[src/hdl/pls_pkg.sv]
// Shared constants, operation codes and result type for the positional list store.
package pls_pkg;

  // List capacity, the widths that follow from it, and the fixed field widths.
  localparam int CAPACITY = 64;
  localparam int ADDR_W   = (CAPACITY > 1) ? $clog2(CAPACITY) : 1;
  localparam int CNT_W    = $clog2(CAPACITY + 1);
  localparam int POS_W    = 7;
  localparam int CMP_W    = ((CNT_W > POS_W) ? CNT_W : POS_W) + 1;
  localparam int DATA_W   = 32;
  localparam int OP_W     = 3;
  localparam int OUT_W    = 7;

  // Request operation codes.
  typedef enum logic [OP_W-1:0] {
    OP_GET    = 3'd0,
    OP_LOCATE = 3'd1,
    OP_INSERT = 3'd2,
    OP_DELETE = 3'd3,
    OP_CLEAR  = 3'd4
  } op_t;

  // One finished result as handed from the engine to the output stage.
  typedef struct packed {
    logic                     ok;
    logic signed [DATA_W-1:0] element;
    logic [OUT_W-1:0]         found_position;
    logic [OUT_W-1:0]         length;
  } res_t;

endpackage

[src/hdl/positional_list_store.sv]
// Top level: request engine with element RAM, and the result output register.
// Clear and failed requests go straight to the result; get reads one entry, locate compares
// entries from the front, insert shifts entries up and writes the value, delete shifts down.
// Throughput is one request at a time; the shift walk through the element RAM, one entry
// per cycle on its one read port and one write port, sets insert and delete time.
// Reset clears the length to zero; RAM contents are never read before being written.
module positional_list_store (
  input  logic                 clk,
  input  logic                 rst_n,
  input  logic                 in_valid,
  output logic                 in_ready,
  input  logic [2:0]           in_operation,
  input  logic [6:0]           in_position,
  input  logic signed [31:0]   in_value,
  output logic                 out_valid,
  input  logic                 out_ready,
  output logic                 out_ok,
  output logic signed [31:0]   out_element,
  output logic [6:0]           out_found_position,
  output logic [6:0]           out_length
);

  logic          res_valid, res_ready;
  pls_pkg::res_t res;
  pls_pkg::res_t out_r, out_nxt;
  logic          out_valid_r, out_valid_nxt;

  pls_engine u_engine (
    .clk          (clk),
    .rst_n        (rst_n),
    .in_valid     (in_valid),
    .in_ready     (in_ready),
    .in_operation (in_operation),
    .in_position  (in_position),
    .in_value     (in_value),
    .res_valid    (res_valid),
    .res_ready    (res_ready),
    .res          (res)
  );

  // The output register takes a new result when it is empty or being drained.
  assign res_ready = !out_valid_r || out_ready;

  always_comb begin
    out_nxt       = out_r;
    out_valid_nxt = out_valid_r;
    if (res_valid && res_ready) begin
      out_nxt       = res;
      out_valid_nxt = 1'b1;
    end else if (out_ready) begin
      out_valid_nxt = 1'b0;
    end
  end

  always_ff @(posedge clk) begin
    if (!rst_n) begin
      out_valid_r <= 1'b0;
    end else begin
      out_valid_r <= out_valid_nxt;
    end
    out_r <= out_nxt;
  end

  assign out_valid          = out_valid_r;
  assign out_ok             = out_r.ok;
  assign out_element        = out_r.element;
  assign out_found_position = out_r.found_position;
  assign out_length         = out_r.length;

`ifndef ASSERT_OFF
  // The engine never takes a new request while it still holds a result.
  a_no_accept_with_result: assert property (@(posedge clk) disable iff (!rst_n)
    res_valid |-> !in_ready)
    else $error("request accepted while a result is pending");

  // A new output only appears after the engine offered a result.
  a_out_from_engine: assert property (@(posedge clk) disable iff (!rst_n)
    $rose(out_valid) |-> $past(res_valid))
    else $error("output valid without an engine result");

  // A failed request carries no element and no found position.
  a_fail_zero: assert property (@(posedge clk) disable iff (!rst_n)
    (out_valid && !out_ok) |-> (out_element == '0 && out_found_position == '0))
    else $error("failed request carries data");

  // A found position is only reported by a successful request.
  a_found_ok: assert property (@(posedge clk) disable iff (!rst_n)
    (out_valid && out_found_position != '0) |-> out_ok)
    else $error("found position on a failed request");
`endif

endmodule

[src/hdl/pls_ram.sv]
// Generic simple dual-port RAM with one write port and one registered read port.
module pls_ram #(
  parameter int WIDTH = 32,
  parameter int DEPTH = 64
) (
  input  logic                               clk,
  input  logic                               wr_en,
  input  logic [$clog2(DEPTH > 1 ? DEPTH : 2)-1:0] wr_addr,
  input  logic [WIDTH-1:0]                   wr_data,
  input  logic                               rd_en,
  input  logic [$clog2(DEPTH > 1 ? DEPTH : 2)-1:0] rd_addr,
  output logic [WIDTH-1:0]                   rd_data
);

  logic [WIDTH-1:0] mem [DEPTH];

  // Write and registered read; read data holds until the next read.
  always_ff @(posedge clk) begin
    if (wr_en) begin
      mem[wr_addr] <= wr_data;
    end
    if (rd_en) begin
      rd_data <= mem[rd_addr];
    end
  end

endmodule

[src/hdl/pls_engine.sv]
// Request sequencer that reads, shifts and writes back list entries in the element RAM.
module pls_engine (
  input  logic                 clk,
  input  logic                 rst_n,
  input  logic                 in_valid,
  output logic                 in_ready,
  input  logic [2:0]           in_operation,
  input  logic [6:0]           in_position,
  input  logic signed [31:0]   in_value,
  output logic                 res_valid,
  input  logic                 res_ready,
  output pls_pkg::res_t        res
);

  typedef enum logic [2:0] {
    S_IDLE,
    S_GET,
    S_LOC,
    S_INS,
    S_PUT,
    S_DEL,
    S_RESULT
  } state_t;

  state_t                          state_r, state_nxt;
  logic [pls_pkg::CNT_W-1:0]       count_r, count_nxt;
  logic [pls_pkg::ADDR_W-1:0]      addr_r, addr_nxt;
  logic [pls_pkg::ADDR_W-1:0]      tgt_r, tgt_nxt;
  logic [pls_pkg::DATA_W-1:0]      val_r, val_nxt;
  logic                            ok_r, ok_nxt;
  logic [pls_pkg::DATA_W-1:0]      elem_r, elem_nxt;
  logic [pls_pkg::CNT_W-1:0]       found_r, found_nxt;

  logic                            wr_en, rd_en;
  logic [pls_pkg::ADDR_W-1:0]      wr_addr, rd_addr;
  logic [pls_pkg::DATA_W-1:0]      wr_data, rd_data;

  logic [pls_pkg::CMP_W-1:0]       posx, cntx;
  logic                            pos_ok, ins_ok;
  logic                            at_last;

  pls_ram #(
    .WIDTH (pls_pkg::DATA_W),
    .DEPTH (pls_pkg::CAPACITY)
  ) u_ram (
    .clk     (clk),
    .wr_en   (wr_en),
    .wr_addr (wr_addr),
    .wr_data (wr_data),
    .rd_en   (rd_en),
    .rd_addr (rd_addr),
    .rd_data (rd_data)
  );

  // Position checks against the current length.
  assign posx    = pls_pkg::CMP_W'(in_position);
  assign cntx    = pls_pkg::CMP_W'(count_r);
  assign pos_ok  = (posx != '0) && (posx <= cntx);
  assign ins_ok  = (posx != '0) && (posx <= cntx + 1'b1)
                   && (cntx < pls_pkg::CMP_W'(pls_pkg::CAPACITY));
  assign at_last = (pls_pkg::CNT_W'(addr_r) == count_r - 1'b1);

  assign in_ready  = (state_r == S_IDLE);
  assign res_valid = (state_r == S_RESULT);

  assign res.ok             = ok_r;
  assign res.element        = elem_r;
  assign res.found_position = pls_pkg::OUT_W'(found_r);
  assign res.length         = pls_pkg::OUT_W'(count_r);

  // Next-state logic and RAM access for each step of a request.
  always_comb begin
    state_nxt = state_r;
    count_nxt = count_r;
    addr_nxt  = addr_r;
    tgt_nxt   = tgt_r;
    val_nxt   = val_r;
    ok_nxt    = ok_r;
    elem_nxt  = elem_r;
    found_nxt = found_r;
    wr_en     = 1'b0;
    wr_addr   = addr_r;
    wr_data   = rd_data;
    rd_en     = 1'b0;
    rd_addr   = addr_r;

    case (state_r)
      S_IDLE: begin
        if (in_valid) begin
          ok_nxt    = 1'b0;
          elem_nxt  = '0;
          found_nxt = '0;
          val_nxt   = in_value;
          state_nxt = S_RESULT;
          case (in_operation)
            pls_pkg::OP_GET: begin
              if (pos_ok) begin
                rd_en     = 1'b1;
                rd_addr   = pls_pkg::ADDR_W'(posx - 1'b1);
                state_nxt = S_GET;
              end
            end
            pls_pkg::OP_LOCATE: begin
              ok_nxt = 1'b1;
              if (count_r != '0) begin
                rd_en     = 1'b1;
                rd_addr   = '0;
                addr_nxt  = '0;
                state_nxt = S_LOC;
              end
            end
            pls_pkg::OP_INSERT: begin
              if (ins_ok) begin
                tgt_nxt = pls_pkg::ADDR_W'(posx - 1'b1);
                if (posx <= cntx) begin
                  // Entries from the position to the end move up by one.
                  rd_en     = 1'b1;
                  rd_addr   = pls_pkg::ADDR_W'(cntx - 1'b1);
                  addr_nxt  = pls_pkg::ADDR_W'(cntx - 1'b1);
                  state_nxt = S_INS;
                end else begin
                  state_nxt = S_PUT;
                end
              end
            end
            pls_pkg::OP_DELETE: begin
              if (pos_ok) begin
                if (posx < cntx) begin
                  // Entries after the position move down by one.
                  rd_en     = 1'b1;
                  rd_addr   = pls_pkg::ADDR_W'(posx);
                  addr_nxt  = pls_pkg::ADDR_W'(posx);
                  state_nxt = S_DEL;
                end else begin
                  count_nxt = count_r - 1'b1;
                  ok_nxt    = 1'b1;
                end
              end
            end
            pls_pkg::OP_CLEAR: begin
              count_nxt = '0;
              ok_nxt    = 1'b1;
            end
            default: begin
              ok_nxt = 1'b0;
            end
          endcase
        end
      end
      S_GET: begin
        elem_nxt  = rd_data;
        ok_nxt    = 1'b1;
        state_nxt = S_RESULT;
      end
      S_LOC: begin
        // Compare the entry read last cycle, stop at the first match or the end.
        if (rd_data == val_r) begin
          found_nxt = pls_pkg::CNT_W'(addr_r) + 1'b1;
          state_nxt = S_RESULT;
        end else if (at_last) begin
          state_nxt = S_RESULT;
        end else begin
          rd_en    = 1'b1;
          rd_addr  = pls_pkg::ADDR_W'(addr_r + 1'b1);
          addr_nxt = pls_pkg::ADDR_W'(addr_r + 1'b1);
        end
      end
      S_INS: begin
        // Write the entry read last cycle one place up; walk downward.
        wr_en   = 1'b1;
        wr_addr = pls_pkg::ADDR_W'(addr_r + 1'b1);
        if (addr_r == tgt_r) begin
          state_nxt = S_PUT;
        end else begin
          rd_en    = 1'b1;
          rd_addr  = pls_pkg::ADDR_W'(addr_r - 1'b1);
          addr_nxt = pls_pkg::ADDR_W'(addr_r - 1'b1);
        end
      end
      S_PUT: begin
        wr_en     = 1'b1;
        wr_addr   = tgt_r;
        wr_data   = val_r;
        count_nxt = count_r + 1'b1;
        ok_nxt    = 1'b1;
        state_nxt = S_RESULT;
      end
      S_DEL: begin
        // Write the entry read last cycle one place down; walk upward.
        wr_en   = 1'b1;
        wr_addr = pls_pkg::ADDR_W'(addr_r - 1'b1);
        if (at_last) begin
          count_nxt = count_r - 1'b1;
          ok_nxt    = 1'b1;
          state_nxt = S_RESULT;
        end else begin
          rd_en    = 1'b1;
          rd_addr  = pls_pkg::ADDR_W'(addr_r + 1'b1);
          addr_nxt = pls_pkg::ADDR_W'(addr_r + 1'b1);
        end
      end
      S_RESULT: begin
        if (res_ready) begin
          state_nxt = S_IDLE;
        end
      end
      default: begin
        state_nxt = S_IDLE;
      end
    endcase
  end

  // State, length and result registers.
  always_ff @(posedge clk) begin
    if (!rst_n) begin
      state_r <= S_IDLE;
      count_r <= '0;
    end else begin
      state_r <= state_nxt;
      count_r <= count_nxt;
    end
    addr_r  <= addr_nxt;
    tgt_r   <= tgt_nxt;
    val_r   <= val_nxt;
    ok_r    <= ok_nxt;
    elem_r  <= elem_nxt;
    found_r <= found_nxt;
  end

endmodule

[config.mk]
export PLATFORM = sky130hd
export DESIGN_NAME = positional_list_store
export DESIGN_NICKNAME = d
export VERILOG_FILES = /design/src/hdl/pls_pkg.sv /design/src/hdl/positional_list_store.sv /design/src/hdl/pls_ram.sv /design/src/hdl/pls_engine.sv
export SDC_FILE = /design/constraint.sdc
export NUM_CORES = 2
export LEC_CHECK = 0
export BUFFER_PORTS_ARGS = -buffer_cell sky130_fd_sc_hd__buf_2
export CORE_UTILIZATION = 40
export CTS_BUF_LIST = sky130_fd_sc_hd__clkbuf_8
export DETAILED_ROUTE_END_ITERATION = 7
export PLACE_DENSITY_LB_ADDON = 0.12
export SLEW_MARGIN = 40
export SYNTH_ARGS = -nofsm -noshare
export SYNTH_HDL_FRONTEND = slang
export SYNTH_SLANG_ARGS = --single-unit
[constraint.sdc]
create_clock -name clk -period 5.4 [get_ports clk]
set_input_delay 0.81 -clock clk [delete_from_list [all_inputs] [get_ports clk]]
set_output_delay 0.81 -clock clk [all_outputs]
set_load 0.005 [all_outputs]
After elaboration in Yosys (flattened, before gate mapping)
Memories as Yosys holds them, arrays and structs flattened. A register that Yosys moved wholly into a read port is not among the register bits.
Cells that the tools add are included.
{"block": "op_classes", "n_eq_ne": 22, "n_lt_le_gt_ge": 4, "reduce_logical": 27, "mux": 64, "n_addsub": 8}
{"operator": "6-bit case mux with 4 select lines", "n": 3}
{"operator": "6-bit two-way mux", "n": 11}
{"operator": "32-bit two-way mux", "n": 2}
{"operator": "32-bit case mux with 2 select lines", "n": 1}
{"operator": "7-bit two-way mux", "n": 6}
{"operator": "6-bit case mux with 3 select lines", "n": 2}
{"operator": "32-bit equality test", "n": 1}
{"operator": "3-bit two-way mux", "n": 10}
{"operator": "7-bit case mux with 2 select lines", "n": 2}
{"operator": "7-bit case mux with 3 select lines", "n": 1}
{"operator": "1-bit two-way mux", "n": 19}
{"operator": "3-bit case mux with 6 select lines", "n": 1}
{"operator": "6-bit by 1-bit subtractor with 6-bit output (second input constant)", "n": 3}
{"operator": "3-bit by 2-bit equality test with 1-bit output (second input constant)", "n": 4}
{"operator": "3-bit equality test (second input constant)", "n": 4}
{"operator": "3-bit case mux with 4 select lines", "n": 1}
{"operator": "3-bit AND reduction", "n": 4}
{"operator": "7-bit by 1-bit adder with 8-bit output (second input constant)", "n": 1}
{"operator": "7-bit by 8-bit <= comparator with 1-bit output", "n": 1}
{"operator": "2-bit by 1-bit != test with 1-bit output (second input constant)", "n": 4}
{"operator": "1-bit case mux with 4 select lines", "n": 2}
{"operator": "8-bit nonzero test", "n": 1}
{"operator": "6-bit by 1-bit adder with 7-bit output (second input constant)", "n": 1}
{"operator": "7-bit by 1-bit adder with 7-bit output (second input constant)", "n": 1}
{"operator": "other kinds (29)", "n": 39}
{"block": "totals", "inputBits": 46, "word_cells": 139, "n_memories": 1, "regBits": 142, "ram_bits": 2048, "out_inout_bits": 49}
{"memory": "u_engine.u_ram.mem", "depth": 64, "width": 32, "rd": 1, "rd_clocked_by_memory_dff": 1, "write_ports": 1, "line": "pls_ram.sv:15", "text": "logic [WIDTH-1:0] mem [DEPTH];"}

Logic depth before layout (Yosys ltp)
{"block": "logic_depth", "depth_word": 8, "ltp_mapped": 21, "mapped_depth_nobuf": 17}

Hierarchy
A second synthesis with hierarchy kept.
{"block": "hier_totals", "cells_unflattened": 4259, "area_unflattened_um2": 87198.6}
{"mod": "pls_ram", "area_each_um2": 79359.9, "instances": 1, "cells_per_inst": 3511, "seq_area_each_um2": 62459.9}
{"mod": "pls_engine", "area_each_um2": 6369.9, "instances": 1, "cells_per_inst": 696, "seq_area_each_um2": 2722.6}
{"mod": "positional_list_store", "area_each_um2": 1468.9, "instances": 1, "cells_per_inst": 52, "seq_area_each_um2": 1431.4}

Least setup slack after synthesis
OpenSTA, ideal clock, no wires.
{"block": "synth_timing", "path_kind": "register to register", "start": "reg u_engine.count_r[0] in the netlist's numbering", "end": "reg u_engine.u_ram.rd_data[12], read port of u_engine.u_ram.mem (data pin)", "arrival_time_ps": 4353, "path_slack_ps": 775, "stages_incl_launch_ff": 20, "t_required_ps": 5128, "setup_ps": 272, "synth_period_minus_slack_ps": 4625, "cell_sequence": "dfxtp_1 clkbuf_1 inv_1 ha_1 inv_1 ha_1 nand4_1 nor2_1 a21oi_1 a311o_1 or3_1 and3_1 o31ai_1 a31oi_1 nand2b_1 buf_2 buf_1 o22ai_1 a22o_1 or4_1"}
{"block": "synth_between", "elab_chain_cells": 8, "elab_cells_between_ends": 34, "cone_classes": "add/sub: 3; order compare: 4; eq/ne: 1; mux: 22; reduce/logical: 4"}
{"item": "start: declaration", "line": "pls_engine.sv:26", "text": "logic [pls_pkg::CNT_W-1:0] count_r, count_nxt;"}
{"item": "start signal: assignment", "line": "pls_engine.sv:220", "text": "count_r <= count_nxt;"}
{"item": "7-bit by 1-bit adder with 8-bit output", "line": "pls_engine.sv:59", "text": "assign ins_ok = (posx != '0) && (posx <= cntx + 1'b1)"}
{"item": "7-bit by 8-bit <= comparator with 1-bit output", "line": "pls_engine.sv:59"}
{"item": "1-bit logical AND", "line": "pls_engine.sv:59"}
{"item": "1-bit logical AND", "line": "pls_engine.sv:60", "text": "&& (cntx < pls_pkg::CMP_W'(pls_pkg::CAPACITY));"}
{"item": "6-bit two-way mux / 1-bit two-way mux (equally long branches)", "line": "pls_engine.sv:113", "text": "if (ins_ok) begin"}
{"item": "6-bit case mux with 4 select lines / 1-bit case mux with 4 select lines (equally long branches)", "line": "pls_engine.sv:95", "text": "case (in_operation)"}
{"item": "6-bit two-way mux / 1-bit two-way mux (equally long branches)", "line": "pls_engine.sv:89", "text": "if (in_valid) begin"}
{"item": "6-bit case mux with 4 select lines / 1-bit case mux with 4 select lines (equally long branches)", "line": "pls_engine.sv:87", "text": "case (state_r)"}
{"item": "end: declaration", "line": "pls_ram.sv:12", "text": "output logic [WIDTH-1:0] rd_data"}
Several ways; a longest one is shown, not always the timed one.
A chain may end at the register's enable or synchronous reset.

Worst setup path after layout
{"block": "layout_timing", "start": "reg u_engine.count_r[0] in the netlist's numbering", "end": "reg u_engine.u_ram.rd_data[19], read port of u_engine.u_ram.mem (data pin)"}
Same word-level chain as after synthesis.

==> flow_summary.ini <==
[floorplan]
start_util_pct = 40.4
chipWidth_um = 474
ios = 95
die_area_um2 = 224000
core_um2 = 220000
core.rowCount = 172
die_y_um = 474

[global_route]
grt_pass1_wl_um = 405000
grt_use_total_pct = 25.4
antenna_found_initial = 34
grt_max_degree = 78
grt_pass1_vias = 54100
grt_overflow_total = 0

[clocking]
cts.reportedPaths.clkPinSlew_ns = 0.06
clk-insertion-delay-late_ns = 1.09
htree_levels = 5
cts_tree = built
cts-buffers-inserted = 391
cts_buffer_depth = 4
root_buffer = clkbuf_8
clock_sinks = 2222

[layout]
area_delta_synth_final_pct = 18.6
nets = 6616
finalInstanceArea_um2 = 106000
final_cell_mix = edfxtp_1 (2211), nand2_1 (899), mux2i_1 (510), buf_4 (442), nand4_1 (427)
layout_commonest_cell = edfxtp_1
fin_util_pct = 47.9
drive_gt1_share_pct = 19.0

[sta]
relSlewSlack_pct = 37.1
rsz0062_at_grt = yes
min_period_over_period_pct = 98.7
fin_crit_ns = 5.33
clock_skew_ns = 0.103
drv_slew = 0
max_freq_mhz = 188
hold_viol = 0
tightest_slew_ns = 0.934
setup_ws_ns = 0.0692
finalSetupViolCount = 0

[setup_path]
cp_max_fo = 8
rr_endpoint = u_engine.u_ram.rd_data[19]$_DFFE_PP_
crit_path_start = u_engine.count_r[0]$_SDFFE_PN0P_
cp-end-kind = register
cp.required_ns = 6.21
worstPathArrival_ns = 6.15
r2r_cells = 20
r2r_start = u_engine.count_r[0]$_SDFFE_PN0P_
cp-start-kind = register
worstSetupPathType = register to register
regToRegSetupSlack_ns = 0.07
endpoint = u_engine.u_ram.rd_data[19]$_DFFE_PP_

[logic_synthesis]
yosys_most_used_dff = edfxtp_1
seq_area_frac_synth_pct = 74.9
synth_enable_flop_cells = 2211
synth_area_leaders = edfxtp_1 (75%), mux2i_1 (5.8%), nand2_1 (4.0%), nand4_1 (3.0%), a21oi_1 (2.0%)
yosysTopAreaCell = edfxtp_1
avgSynthCellArea_um2 = 15.2
synth_area_um2 = 89000
ys_seq_elements = 2222
synthArstFlopShare_pct = 0
synth_cells = 5858
syn-num-nets = 5925
ys_types = 78
yosys_warnings = 0
synth_top_cell_area_share_pct = 74.6

[hold_path]
hold_path_class = input port to register

[route]
drc = 0
drt_iter0_markers = 6119
drt_wl_total_um = 288000
viasPerCell = 5.73
vias = 56200
antenna_left = 0
first_pass_iters = 6
wl_per_cell_um = 29.4

[placement]
place_area_um2 = 97800
dpl.hpwl_um = 176000
pre_cts_ws_ns = -0.528
portBuffers = 94
gp_congestion = 0.887

[pwr]
p_per_area_nw_per_um2 = 602
p_leak_uw = 0.0366
ir_drop_mv = 0.402
total_power_uw = 63500

[run]
cap_violations = 0

[outcome]
outcome = completed
worst max-delay path, cell delays in order (launching register included):
cell and delay, ns:
dfxtp_4 0.38, ha_4 0.15, nand3_2 0.10, nor3_2 0.18, xnor2_1 0.16, ha_1 0.29
a21oi_1 0.16, a21oi_1 0.13, a311o_1 0.42, buf_6 0.17, o41a_1 0.34, a31o_4 0.25
and3_4 0.23, a21oi_4 0.20, buf_12 0.18, buf_12 0.12, buf_4 0.12, a22oi_1 0.11
nand4_1 0.25, nand4_1 0.47, or4_4 0.65
synth_stat cells (all sizes together) (4+ instances only):
cell type,instances
a32oi,4
o22ai,67
a21oi,355
a211oi,4
nand2,938
o221ai,4
nand3,27
xnor2,53
o21ai,35
o31ai,4
a22o,161
dfxtp,11
nor2,114
a31o,4
a21o,5
nor2b,8
buf,209
xor2,12
a221o,128
o211ai,5
nor3,23
nand4,428
or3,6
nand2b,12
edfxtp,2211
nand3b,4
nor4,6
mux2i,512
clkbuf,198
a22oi,130
ha,21
inv,25
and3,8
a31oi,7
o211a,4
and2,39
or4,33
state kept, by name (all words and copies together) (netlist names):
name and flops:
u_engine.u_ram.mem 2048, out_element 32, u_engine.elem_r 32, u_engine.u_ram.rd_data 32, u_engine.val_r 32, out_found_position 7
out_length 7, u_engine.count_r 7, u_engine.found_r 7, u_engine.addr_r 6, u_engine.tgt_r 6, u_engine.state_r 3
out_ok 1, out_valid 1, u_engine.ok_r 1
logic make-up after synthesis:
group	share of synthesized area (%)
adders and majority gates	0.295
muxes	5.78
buffers and inverters	2.18
and+or+nand+nor	8.71
AOI/OAI and AO/OA	7.48
xor gates and xnor gates	0.690
DFF	74.9
routing by layer:
layer  routed length (µm)  part of all wire, %  vias to the layer above  track usage [%]
li1                     -                    -                    24300                -
met1               126000                   44                    28800             36.8
met5                   47                0.016                        -                0
met2               129000                   45                     2611             38.4
met4                 8560                  3.0                        8             8.12
met3                24700                  8.5                      412             4.57
how the worst min path moves through the flow:
stage / end / slack, ns / depth (start not counted) / from
after detailed placement: out_element[31]$_DFFE_PP_ / 0.40 / 0 / u_engine.elem_r[31]$_SDFFCE_PN0P_
final: u_engine.val_r[28]$_DFFE_PP_ / 0.10 / 1 / in_value[28]
after CTS: u_engine.val_r[28]$_DFFE_PP_ / 0.003 / 1 / in_value[28]
after global routing: u_engine.val_r[28]$_DFFE_PP_ / 0.04 / 1 / in_value[28]
after global placement: out_element[15]$_DFFE_PP_ / 0.41 / 0 / u_engine.elem_r[15]$_SDFFCE_PN0P_
after floorplan: out_element[0]$_DFFE_PP_ / 0.40 / 0 / u_engine.elem_r[0]$_SDFFCE_PN0P_
report_power, final:
group	internal (µW)	leakage [µW]	total (µW)	switching (µW)
clock	7110	0.00395	13900	6770
combinational	9030	0.0125	26900	17900
sequential	22200	0.0201	22800	550
through the flow:
stage | hold WS, ns | cells | TNS, ns
final | 0.103 | 9799 | 0
after global routing | 0.0377 | 9790 | -0.0447
after CTS | 0.00319 | 9773 | 0
after detailed placement | 0.405 | 9051 | -5.27
after global placement | 0.407 | 9047 | -4.99
after floorplan | 0.400 | 5858 | 0
repair_timing:
item / 4_1_cts / 5_1_grt
hold endpoints to repair: 33 / 0
cloned: 1 / 1
hold buffers: 32 / 0
endpoints found under the setup margin: 20 / 31
resized for setup: 15 / 50
pin swaps: 10 / 30
buffers inserted: 14 / 16
final cells by class:
cell class / count / area, µm²
clock inverters: 274 / 1260
clock buffers: 401 / 5520
fillers: 19200 / 115000
multi-input cells: 3204 / 21500
inverters: 25 / 93.8
diodes: 10 / 25.0
repair buffers: 705 / 6780
well taps: 2958 / 3700
flip-flops and latches: 2222 / 66600
Note: power is estimated with default switching activity, not from simulation.
